**config.mk**
```make
export PLATFORM = sky130hd
export DESIGN_NAME = i2c_register_write_master_unit_flat
export DESIGN_NICKNAME = d
export VERILOG_FILES = /design/src/rtl/i2cw_pkg.sv /design/src/rtl/i2cw_if.sv /design/src/rtl/i2cw_front.sv /design/src/rtl/i2cw_back.sv /design/src/rtl/i2c_register_write_master_unit.sv /design/src/flat_wrapper.sv
export SDC_FILE = /design/constraint.sdc
export NUM_CORES = 1
export LEC_CHECK = 0
export BUFFER_PORTS_ARGS = -buffer_cell sky130_fd_sc_hd__buf_2
export CORE_MARGIN = 2
export CORE_UTILIZATION = 59
export CTS_BUF_LIST = sky130_fd_sc_hd__clkbuf_16
export DETAILED_ROUTE_END_ITERATION = 10
export GPL_TIMING_DRIVEN = 0
export PLACE_DENSITY = 0.88
export SYNTH_ARGS = -nofsm -noshare
export SYNTH_HDL_FRONTEND = slang
export SYNTH_SLANG_ARGS = --single-unit
```
**constraint.sdc**
```tcl
create_clock -name clk -period 4.9 [get_ports clk]
set_clock_uncertainty 0.15 [all_clocks]
set_input_delay 0.49 -clock clk [delete_from_list [all_inputs] [get_ports clk]]
set_output_delay 0.49 -clock clk [all_outputs]
set_load 0.05 [all_outputs]
```
**src/rtl/i2cw_pkg.sv**
```systemverilog
// Shared types and constants for the I2C register write master.
package i2cw_pkg;

  typedef enum logic [1:0] {
    ACT_TICK        = 2'd0,
    ACT_WRITE_REG   = 2'd1,
    ACT_SET_CHANNEL = 2'd2,
    ACT_UNUSED      = 2'd3
  } action_t;

  typedef enum logic [1:0] {
    CMD_TICK,
    CMD_WRITE_REG,
    CMD_SET_CHANNEL
  } cmd_kind_t;

  typedef enum logic [1:0] {
    CFG_DEVICE_ADDRESS = 2'd0,
    CFG_CHANNEL_BASE   = 2'd1,
    CFG_STRETCH_TMO    = 2'd2
  } cfg_index_t;

  localparam int unsigned CFG_DATA_W = 12;
  localparam int unsigned TMO_W      = 12;

  localparam logic [6:0]       DEV_ADDR_RST = 7'd64;
  localparam logic [7:0]       CH_BASE_RST  = 8'd6;
  localparam logic [TMO_W-1:0] TMO_RST      = 12'd1000;

  localparam int unsigned WRITE_REG_BYTES   = 3;
  localparam int unsigned SET_CHANNEL_BYTES = 6;

  // One classified tick as it waits in the queue between front and back.
  typedef struct packed {
    cmd_kind_t       kind;
    logic [7:0]      reg_byte;
    logic [3:0][7:0] data;
    logic            scl;
    logic            sda;
  } tick_t;

endpackage

```
**src/rtl/i2cw_if.sv**
```systemverilog
// Valid/ready channel interfaces for tick beats and result beats.
interface i2cw_in_if;
  logic        valid;
  logic        ready;
  logic [1:0]  action;
  logic [7:0]  reg_index;
  logic [7:0]  reg_value;
  logic [3:0]  channel;
  logic [15:0] on_count;
  logic [15:0] off_count;
  logic        scl_sense;
  logic        sda_sense;

  modport source (output valid, action, reg_index, reg_value, channel, on_count, off_count,
                  scl_sense, sda_sense, input ready);
  modport sink (input valid, action, reg_index, reg_value, channel, on_count, off_count,
                scl_sense, sda_sense, output ready);
endinterface

interface i2cw_out_if;
  logic valid;
  logic ready;
  logic scl_release;
  logic sda_release;
  logic busy_res;
  logic done_res;
  logic nack_seen;
  logic cmd_rejected;

  modport source (output valid, scl_release, sda_release, busy_res, done_res, nack_seen,
                  cmd_rejected, input ready);
  modport sink (input valid, scl_release, sda_release, busy_res, done_res, nack_seen,
                cmd_rejected, output ready);
endinterface

```
**src/rtl/i2cw_front.sv**
```systemverilog
// Front end: classifies each incoming tick beat and queues it for the sequencer.
module i2cw_front
  import i2cw_pkg::*;
(
  input  logic       clk,
  input  logic       rst_n,
  input  logic [7:0] channel_base,
  i2cw_in_if.sink    in_bus,
  output logic       q_valid,
  input  logic       q_ready,
  output tick_t      q_tick
);

  tick_t       dec;
  tick_t       mem_r [2];
  logic [1:0]  count_r;
  logic        wr_ptr_r;
  logic        rd_ptr_r;
  logic        push;
  logic        pop;

  always_comb begin
    dec          = '0;
    dec.scl      = in_bus.scl_sense;
    dec.sda      = in_bus.sda_sense;
    dec.kind     = CMD_TICK;
    unique case (action_t'(in_bus.action))
      ACT_WRITE_REG: begin
        dec.kind     = CMD_WRITE_REG;
        dec.reg_byte = in_bus.reg_index;
        dec.data[0]  = in_bus.reg_value;
      end
      ACT_SET_CHANNEL: begin
        dec.kind     = CMD_SET_CHANNEL;
        dec.reg_byte = channel_base + {2'b00, in_bus.channel, 2'b00};
        dec.data[0]  = in_bus.on_count[7:0];
        dec.data[1]  = in_bus.on_count[15:8];
        dec.data[2]  = in_bus.off_count[7:0];
        dec.data[3]  = in_bus.off_count[15:8];
      end
      default: dec.kind = CMD_TICK;
    endcase
  end

  assign in_bus.ready = (count_r != 2'd2);
  assign push         = in_bus.valid && in_bus.ready;
  assign q_valid      = (count_r != 2'd0);
  assign pop          = q_valid && q_ready;
  assign q_tick       = mem_r[rd_ptr_r];

  always_ff @(posedge clk) begin
    if (push) begin
      mem_r[wr_ptr_r] <= dec;
    end
  end

  always_ff @(posedge clk) begin
    if (!rst_n) begin
      count_r  <= 2'd0;
      wr_ptr_r <= 1'b0;
      rd_ptr_r <= 1'b0;
    end else begin
      if (push) wr_ptr_r <= ~wr_ptr_r;
      if (pop) rd_ptr_r <= ~rd_ptr_r;
      unique case ({push, pop})
        2'b10:   count_r <= count_r + 2'd1;
        2'b01:   count_r <= count_r - 2'd1;
        default: count_r <= count_r;
      endcase
    end
  end

endmodule

```
**src/rtl/i2cw_back.sv**
```systemverilog
// Back end: bit-phase sequencer for start, bytes, acknowledge slots and stop.
module i2cw_back
  import i2cw_pkg::*;
#(
  parameter int unsigned MAX_BYTES = 6
) (
  input  logic             clk,
  input  logic             rst_n,
  input  logic [6:0]       device_address,
  input  logic [TMO_W-1:0] stretch_timeout,
  input  logic             q_valid,
  output logic             q_ready,
  input  tick_t            q_tick,
  i2cw_out_if.source       out_bus
);

  localparam int unsigned PW   = $clog2(MAX_BYTES + 1);
  localparam int unsigned IDXW = $clog2(MAX_BYTES);
  localparam int unsigned SET_CNT =
    (MAX_BYTES < SET_CHANNEL_BYTES) ? MAX_BYTES : SET_CHANNEL_BYTES;

  typedef enum logic [3:0] {
    PH_IDLE, PH_S_SCL_HI, PH_S_SDA_LO, PH_S_SCL_LO,
    PH_B_SDA, PH_B_SCL_HI, PH_B_SCL_LO,
    PH_A_SDA_HI, PH_A_SCL_HI, PH_A_SCL_LO,
    PH_P_SDA_LO, PH_P_SCL_LO, PH_P_SCL_HI, PH_P_SDA_HI
  } phase_t;

  phase_t           phase_r, phase_nxt;
  logic [7:0]       buf_r [MAX_BYTES];
  logic [PW-1:0]    byte_cnt_r, byte_cnt_nxt;
  logic [PW-1:0]    byte_ptr_r, byte_ptr_nxt;
  logic [2:0]       bit_ptr_r, bit_ptr_nxt;
  logic [TMO_W-1:0] stretch_r, stretch_nxt;
  logic             nack_r, nack_nxt;
  logic             scl_r, scl_nxt;
  logic             sda_r, sda_nxt;
  logic             out_valid_r, out_valid_nxt;
  logic             done_r, done_nxt;
  logic             rej_r, rej_nxt;
  logic             busy_r;
  logic             pop;
  logic             load;
  logic             scl_go;
  logic [7:0]       cur_byte;

  assign q_ready  = !out_valid_r || out_bus.ready;
  assign pop      = q_valid && q_ready;
  assign cur_byte = buf_r[byte_ptr_r[IDXW-1:0]];
  assign scl_go   = q_tick.scl || (stretch_r >= stretch_timeout);

  always_comb begin
    phase_nxt     = phase_r;
    byte_cnt_nxt  = byte_cnt_r;
    byte_ptr_nxt  = byte_ptr_r;
    bit_ptr_nxt   = bit_ptr_r;
    stretch_nxt   = stretch_r;
    nack_nxt      = nack_r;
    scl_nxt       = scl_r;
    sda_nxt       = sda_r;
    done_nxt      = 1'b0;
    rej_nxt       = 1'b0;
    load          = 1'b0;
    out_valid_nxt = out_bus.ready ? 1'b0 : out_valid_r;
    if (pop) begin
      out_valid_nxt = 1'b1;
      if (phase_r != PH_IDLE && q_tick.kind != CMD_TICK) rej_nxt = 1'b1;
      unique case (phase_r)
        PH_IDLE: begin
          if (q_tick.kind != CMD_TICK) begin
            load         = 1'b1;
            byte_cnt_nxt = (q_tick.kind == CMD_WRITE_REG) ? PW'(WRITE_REG_BYTES)
                                                          : PW'(SET_CNT);
            nack_nxt     = 1'b0;
            byte_ptr_nxt = '0;
            bit_ptr_nxt  = '0;
            stretch_nxt  = '0;
            sda_nxt      = 1'b1;
            phase_nxt    = PH_S_SCL_HI;
          end
        end
        PH_S_SCL_HI, PH_B_SCL_HI, PH_A_SCL_HI, PH_P_SCL_HI: begin
          scl_nxt = 1'b1;
          if (!scl_go) begin
            stretch_nxt = stretch_r + TMO_W'(1);
          end else begin
            stretch_nxt = '0;
            unique case (phase_r)
              PH_S_SCL_HI: phase_nxt = PH_S_SDA_LO;
              PH_B_SCL_HI: phase_nxt = PH_B_SCL_LO;
              PH_A_SCL_HI: begin
                if (q_tick.sda) nack_nxt = 1'b1;
                phase_nxt = PH_A_SCL_LO;
              end
              default:     phase_nxt = PH_P_SDA_HI;
            endcase
          end
        end
        PH_S_SDA_LO: begin
          sda_nxt   = 1'b0;
          phase_nxt = PH_S_SCL_LO;
        end
        PH_S_SCL_LO: begin
          scl_nxt   = 1'b0;
          phase_nxt = PH_B_SDA;
        end
        PH_B_SDA: begin
          sda_nxt   = cur_byte[3'd7 - bit_ptr_r];
          phase_nxt = PH_B_SCL_HI;
        end
        PH_B_SCL_LO: begin
          scl_nxt     = 1'b0;
          bit_ptr_nxt = bit_ptr_r + 3'd1;
          phase_nxt   = (bit_ptr_r == 3'd7) ? PH_A_SDA_HI : PH_B_SDA;
        end
        PH_A_SDA_HI: begin
          sda_nxt   = 1'b1;
          phase_nxt = PH_A_SCL_HI;
        end
        PH_A_SCL_LO: begin
          scl_nxt      = 1'b0;
          byte_ptr_nxt = byte_ptr_r + PW'(1);
          phase_nxt    = (byte_ptr_nxt >= byte_cnt_r) ? PH_P_SDA_LO : PH_B_SDA;
        end
        PH_P_SDA_LO: begin
          sda_nxt   = 1'b0;
          phase_nxt = PH_P_SCL_LO;
        end
        PH_P_SCL_LO: begin
          scl_nxt   = 1'b0;
          phase_nxt = PH_P_SCL_HI;
        end
        PH_P_SDA_HI: begin
          sda_nxt   = 1'b1;
          scl_nxt   = 1'b1;
          done_nxt  = 1'b1;
          phase_nxt = PH_IDLE;
        end
        default: phase_nxt = PH_IDLE;
      endcase
    end
  end

  always_ff @(posedge clk) begin
    if (load) begin
      for (int i = 0; i < MAX_BYTES; i++) begin
        if (i == 0) begin
          buf_r[i] <= {device_address, 1'b0};
        end else if (i == 1) begin
          buf_r[i] <= q_tick.reg_byte;
        end else if (i < SET_CHANNEL_BYTES) begin
          if (q_tick.kind == CMD_SET_CHANNEL || i == WRITE_REG_BYTES - 1) begin
            buf_r[i] <= q_tick.data[i-2];
          end
        end
      end
    end
  end

  always_ff @(posedge clk) begin
    if (!rst_n) begin
      phase_r     <= PH_IDLE;
      byte_cnt_r  <= '0;
      byte_ptr_r  <= '0;
      bit_ptr_r   <= '0;
      stretch_r   <= '0;
      nack_r      <= 1'b0;
      scl_r       <= 1'b1;
      sda_r       <= 1'b1;
      out_valid_r <= 1'b0;
      done_r      <= 1'b0;
      rej_r       <= 1'b0;
      busy_r      <= 1'b0;
    end else begin
      phase_r     <= phase_nxt;
      byte_cnt_r  <= byte_cnt_nxt;
      byte_ptr_r  <= byte_ptr_nxt;
      bit_ptr_r   <= bit_ptr_nxt;
      stretch_r   <= stretch_nxt;
      nack_r      <= nack_nxt;
      scl_r       <= scl_nxt;
      sda_r       <= sda_nxt;
      out_valid_r <= out_valid_nxt;
      if (pop) begin
        done_r <= done_nxt;
        rej_r  <= rej_nxt;
        busy_r <= (phase_nxt != PH_IDLE);
      end
    end
  end

  assign out_bus.valid        = out_valid_r;
  assign out_bus.scl_release  = scl_r;
  assign out_bus.sda_release  = sda_r;
  assign out_bus.busy_res     = busy_r;
  assign out_bus.done_res     = done_r;
  assign out_bus.nack_seen    = nack_r;
  assign out_bus.cmd_rejected = rej_r;

  a_ptr_in_range: assert property (@(posedge clk) disable iff (!rst_n)
    byte_ptr_r <= byte_cnt_r)
    else $error("byte pointer ran past the loaded byte count");

  a_idle_no_stretch: assert property (@(posedge clk) disable iff (!rst_n)
    phase_r == PH_IDLE |-> stretch_r == '0)
    else $error("stretch counter left running in idle");

  a_stop_releases: assert property (@(posedge clk) disable iff (!rst_n)
    pop && phase_r == PH_P_SDA_HI |=> phase_r == PH_IDLE && scl_r && sda_r && done_r)
    else $error("stop condition did not release both lines");

  a_busy_matches: assert property (@(posedge clk) disable iff (!rst_n)
    out_valid_r |-> busy_r == (phase_r != PH_IDLE))
    else $error("busy flag disagrees with sequencer phase");

endmodule

```
**src/rtl/i2c_register_write_master_unit.sv**
```systemverilog
// Top level of the I2C register write master: configuration registers and channel wiring.
//
// Every beat on in_bus is one bit-phase tick of the bus. It carries an optional command
// (write one register, or set one channel's on and off counts) and the SCL and SDA levels
// sensed during that tick. Every accepted beat yields exactly one beat on out_bus with the
// line drive levels, busy, done, NACK and command-rejected flags after that tick.
// Throughput is one beat per clock cycle while out_bus is not stalled; an accepted input beat
// reaches its result beat through the two-entry classification queue and the output
// register of the sequencer. A command that arrives while a transfer is running is
// dropped and flagged. When the receiver stalls out_bus, the result register holds and the
// queue takes up to two further beats before in_bus.ready falls. Reset empties the queue,
// returns the sequencer to idle with both lines released and loads the default target
// address, base register and clock-stretch timeout. The cfg port writes one register
// per cycle with cfg_we high; user must use it only while idle (block does not enforce).
module i2c_register_write_master_unit
  import i2cw_pkg::*;
#(
  parameter int unsigned MAX_BYTES = 6
) (
  input  logic                  clk,
  input  logic                  rst_n,
  input  logic                  cfg_we,
  input  logic [1:0]            cfg_index,
  input  logic [CFG_DATA_W-1:0] cfg_wdata,
  i2cw_in_if.sink               in_bus,
  i2cw_out_if.source            out_bus
);

  logic [6:0]       dev_addr_r;
  logic [7:0]       ch_base_r;
  logic [TMO_W-1:0] tmo_r;
  logic             q_valid;
  logic             q_ready;
  tick_t            q_tick;

  always_ff @(posedge clk) begin
    if (!rst_n) begin
      dev_addr_r <= DEV_ADDR_RST;
      ch_base_r  <= CH_BASE_RST;
      tmo_r      <= TMO_RST;
    end else if (cfg_we) begin
      unique case (cfg_index_t'(cfg_index))
        CFG_DEVICE_ADDRESS: dev_addr_r <= cfg_wdata[6:0];
        CFG_CHANNEL_BASE:   ch_base_r  <= cfg_wdata[7:0];
        CFG_STRETCH_TMO:    tmo_r      <= cfg_wdata[TMO_W-1:0];
        default: begin
        end
      endcase
    end
  end

  i2cw_front u_front (
    .clk          (clk),
    .rst_n        (rst_n),
    .channel_base (ch_base_r),
    .in_bus       (in_bus),
    .q_valid      (q_valid),
    .q_ready      (q_ready),
    .q_tick       (q_tick)
  );

  i2cw_back #(
    .MAX_BYTES (MAX_BYTES)
  ) u_back (
    .clk             (clk),
    .rst_n           (rst_n),
    .device_address  (dev_addr_r),
    .stretch_timeout (tmo_r),
    .q_valid         (q_valid),
    .q_ready         (q_ready),
    .q_tick          (q_tick),
    .out_bus         (out_bus)
  );

endmodule
```
**src/flat_wrapper.sv**
```systemverilog
// flat-port wrapper written by rule: the top's interface ports become plain ports
module i2c_register_write_master_unit_flat import i2cw_pkg::*;
#(
  parameter int unsigned MAX_BYTES = 6
)
  (clk, rst_n, cfg_we, cfg_index, cfg_wdata, in_bus_valid, in_bus_action, in_bus_reg_index, in_bus_reg_value, in_bus_channel, in_bus_on_count, in_bus_off_count, in_bus_scl_sense, in_bus_sda_sense, in_bus_ready, out_bus_valid, out_bus_scl_release, out_bus_sda_release, out_bus_busy_res, out_bus_done_res, out_bus_nack_seen, out_bus_cmd_rejected, out_bus_ready);
  i2cw_in_if in_bus_i ();
  i2cw_out_if out_bus_i ();
  input  logic clk;
  input  logic rst_n;
  input  logic cfg_we;
  input  logic [1:0] cfg_index;
  input  logic [CFG_DATA_W-1:0] cfg_wdata;
  input wire logic [$bits(in_bus_i.valid)-1:0] in_bus_valid;
  input wire logic [$bits(in_bus_i.action)-1:0] in_bus_action;
  input wire logic [$bits(in_bus_i.reg_index)-1:0] in_bus_reg_index;
  input wire logic [$bits(in_bus_i.reg_value)-1:0] in_bus_reg_value;
  input wire logic [$bits(in_bus_i.channel)-1:0] in_bus_channel;
  input wire logic [$bits(in_bus_i.on_count)-1:0] in_bus_on_count;
  input wire logic [$bits(in_bus_i.off_count)-1:0] in_bus_off_count;
  input wire logic [$bits(in_bus_i.scl_sense)-1:0] in_bus_scl_sense;
  input wire logic [$bits(in_bus_i.sda_sense)-1:0] in_bus_sda_sense;
  output wire logic [$bits(in_bus_i.ready)-1:0] in_bus_ready;
  output wire logic [$bits(out_bus_i.valid)-1:0] out_bus_valid;
  output wire logic [$bits(out_bus_i.scl_release)-1:0] out_bus_scl_release;
  output wire logic [$bits(out_bus_i.sda_release)-1:0] out_bus_sda_release;
  output wire logic [$bits(out_bus_i.busy_res)-1:0] out_bus_busy_res;
  output wire logic [$bits(out_bus_i.done_res)-1:0] out_bus_done_res;
  output wire logic [$bits(out_bus_i.nack_seen)-1:0] out_bus_nack_seen;
  output wire logic [$bits(out_bus_i.cmd_rejected)-1:0] out_bus_cmd_rejected;
  input wire logic [$bits(out_bus_i.ready)-1:0] out_bus_ready;
  assign in_bus_i.valid = in_bus_valid;
  assign in_bus_i.action = in_bus_action;
  assign in_bus_i.reg_index = in_bus_reg_index;
  assign in_bus_i.reg_value = in_bus_reg_value;
  assign in_bus_i.channel = in_bus_channel;
  assign in_bus_i.on_count = in_bus_on_count;
  assign in_bus_i.off_count = in_bus_off_count;
  assign in_bus_i.scl_sense = in_bus_scl_sense;
  assign in_bus_i.sda_sense = in_bus_sda_sense;
  assign in_bus_ready = in_bus_i.ready;
  assign out_bus_valid = out_bus_i.valid;
  assign out_bus_scl_release = out_bus_i.scl_release;
  assign out_bus_sda_release = out_bus_i.sda_release;
  assign out_bus_busy_res = out_bus_i.busy_res;
  assign out_bus_done_res = out_bus_i.done_res;
  assign out_bus_nack_seen = out_bus_i.nack_seen;
  assign out_bus_cmd_rejected = out_bus_i.cmd_rejected;
  assign out_bus_i.ready = out_bus_ready;
  i2c_register_write_master_unit #(.MAX_BYTES(MAX_BYTES)) u_core (.clk(clk), .rst_n(rst_n), .cfg_we(cfg_we), .cfg_index(cfg_index), .cfg_wdata(cfg_wdata), .in_bus(in_bus_i), .out_bus(out_bus_i));
endmodule
```
==> results.cfg <==
[finish]
fin_area_sq_mm = 0.0103
fillerInstances = 950
final_cell_mix = edfxtp_1, buf_2, dfxtp_1
multi_input_area_sq_mm = 0.00332
final_common_cell = edfxtp_1
area_delta_synth_final_pct = 14.9
drive_gt1_share_pct = 21.8
num_antenna_cells = 0
regArea_sq_mm = 0.00540
fin_util_pct = 70.1
fin_nets = 906

[setup_path]
required_ns = 5.11
cpPeakStageDelay_ns = 0.83
crit_slowest_cell = inv_1
cp-end-kind = flip-flop
cp_max_fo = 27
crit_top_cell = nor2_1
crit_path_start_kind = flip-flop
critPathKind = reg -> reg
worstPathArrival_ns = 3.44
crit_path_cell_trace = clkbuf_1 -> nor3_1 -> nor2_1 -> nand3_1 -> inv_1 -> nor2_1 -> o21ai_0 -> a21boi_0

[floorplanning]
placeableCoreArea_sq_mm = 0.0146
row_count = 44
die_w_um = 127
start_util_pct = 61.0
fp.dieArea_sq_mm = 0.0162
ios = 83
die_h_um = 127

[clock_network]
clk_pin_slew_worst_paths_ns = 0.06
cts_max_level = 1
cts_resized = 0
cts_setup_buffers = 0
cts_hold_buf = 0
clkLatencyLatePin_ns = 0.50
numCtsBuffers = 21
clockBufferDepth = 3
clock-sinks = 202
cts_tree = done
root_buffer = clkbuf_16

[synth]
ys_warn_count = 0
yosys_most_used_dff = edfxtp_1
synth-edff-count = 135
ys_types = 58
async_reset_ff_share_pct = 0
synthesis.nets = 798
synth-seq-cells = 202
syn_area_sq_mm = 0.00894
syn_inst = 694
syn_avg_cell_area_sq_um = 12.9
synth_seq_area_share_pct = 60.3

[timing]
slew_headroom_pct = 28.8
setup_violations = 0
slew_viol_final = 0
period_share_pct = 65.9
fin_crit_ns = 3.23
hold_viol = 0
rsz0062_at_grt = no
fin_setup_tns_ns = 0
worstMarginPinSlew_ns = 1.06
fmax_mhz = 310

[global_route]
antenna_found_initial = 0
grt_pass1_vias = 6120
globalRouteOverflowTotal = 0
gr-usage-all-layers_pct = 25.1
grt_pass1_wl_um = 31800
grt_max_degree = 28

[routing]
via_per_inst = 6.01
routedWlPerCell_um = 19.9
ant_nets = 0
drt_wl_total_um = 19900
post-route-drc-count = 0
drt_pre_antenna_iters = 7
drt-initial-drc-count = 414
vias = 6018

[job]
drv_cap = 0

[placement]
port_buffers = 82
place_area_sq_mm = 0.00966
place_hpwl_um = 14000
globalplace.congestion = 0.894

[power]
power.leakage_nw = 3.86
powerDensity_mw_per_mm2 = 456
ir_drop_v = 0.000357
power.total_mw = 4.68

[run_status]
status = complete, no violations

[min_path]
hold_path_class = in -> reg
-- where the power goes --
group | internal [mW] | switching, mW | total (mW) | leakage, nW
logic | 0.390 | 0.611 | 1.00 | 1.71
clock network | 0.780 | 0.626 | 1.41 | 0.322
registers | 2.17 | 0.108 | 2.27 | 1.83
total | 3.33 | 1.35 | 4.68 | 3.86
-- area by class of cell --
class / count / share of cell area [%]
Buffer: 37 / 1.46
Timing Repair Buffer: 85 / 4.60
Multi-Input combinational cell: 430 / 32.3
Clock inverter: 17 / 0.804
Clock buffer: 21 / 5.12
Inverter: 25 / 0.914
Sequential cell: 202 / 52.5
Tap cell: 184 / 2.24
-- path summary, 6_finish.rpt --
check	start	to	slack, ns	depth (start not counted)
setup / recovery	flip-flop	u_core.u_back.byte_ptr_r[2]	1.67	8
hold / removal	in_bus_sda_sense	u_core.u_front.mem_r[0][0]	0.06	1
setup reg to reg	flip-flop	u_core.u_back.byte_ptr_r[2]	1.67	8
hold reg to reg	u_core.dev_addr_r[2]	u_core.u_back.buf_r[0][3]	0.30	0
-- sequential cells by signal (all words and copies together), names as in the netlist, 4 cells and up, named ones only --
signal / count
u_core.u_back.buf_r: 47
u_core.u_back.stretch_r: 12
u_core.ch_base_r: 8
u_core.u_back.phase_r: 4
u_core.u_front.mem_r: 88
u_core.tmo_r: 12
u_core.dev_addr_r: 7
-- kinds of logic after synthesis --
group,count (synthesis),synth area share (%)
flip-flops,202,60.3
XOR/XNOR,16,1.57
AND/OR/NAND/NOR,191,11.3
buffers and inverters,62,2.73
adder cells (fa/ha/maj),29,4.14
AO/OA/AOI/OAI,118,9.13
multiplexers,76,10.8
-- synth_stat cells (8+ instances only) --
master    count  share of area [%]
edfxtp_1    135                 45
dfxtp_1      67                 15
mux2_2       45                5.7
nand2_1      38                1.6
nor2_1       35                1.5
and2_1       32                2.2
clkbuf_1     29                1.2
ha_1         28                3.9
nor2b_1      28                2.0
inv_1        25                1.0
a21oi_1      22                1.2
o21ai_0      21                1.2
mux2i_1      20                2.2
a22oi_1      18                1.5
a21boi_0     13                1.1
nand2b_1     11               0.77
mux4_2        9                2.3
nand3_1       9               0.50
xnor2_1       8               0.78
xor2_1        8               0.78
-- stage by stage --
stage / setup WS (ns) / hold slack (ns) / instances
after floorplan: 0.933 / 0.258 / 694
after global placement: -0.109 / 0.277 / 960
after detailed placement: 1.76 / 0.277 / 963
after CTS: 1.69 / 0.0536 / 1001
after global routing: 1.38 / 0.0557 / 1001
final: 1.67 / 0.0639 / 1001
-- critical path, delay by kind of cell, from the launching register on --
family / cells / cell delay (ns)
flops: 1 / 0.37
buf+inv: 2 / 1.31
simple gates: 4 / 0.91
compound gates: 2 / 0.36
-- per-layer routing --
| metal | routed length (um) | share of wire [%] | up-vias | global-route usage, % |
|---|---|---|---|---|
| li1 | - | - | 2776 | - |
| met1 | 8110 | 41 | 2937 | 32.5 |
| met2 | 9950 | 50 | 248 | 43.5 |
| met3 | 1330 | 6.6 | 57 | 4.27 |
| met4 | 554 | 2.8 | 0 | 8.14 |
| met5 | 0 | 0 | - | 0 |
No activity file was read; power rests on OpenSTA's default activity.
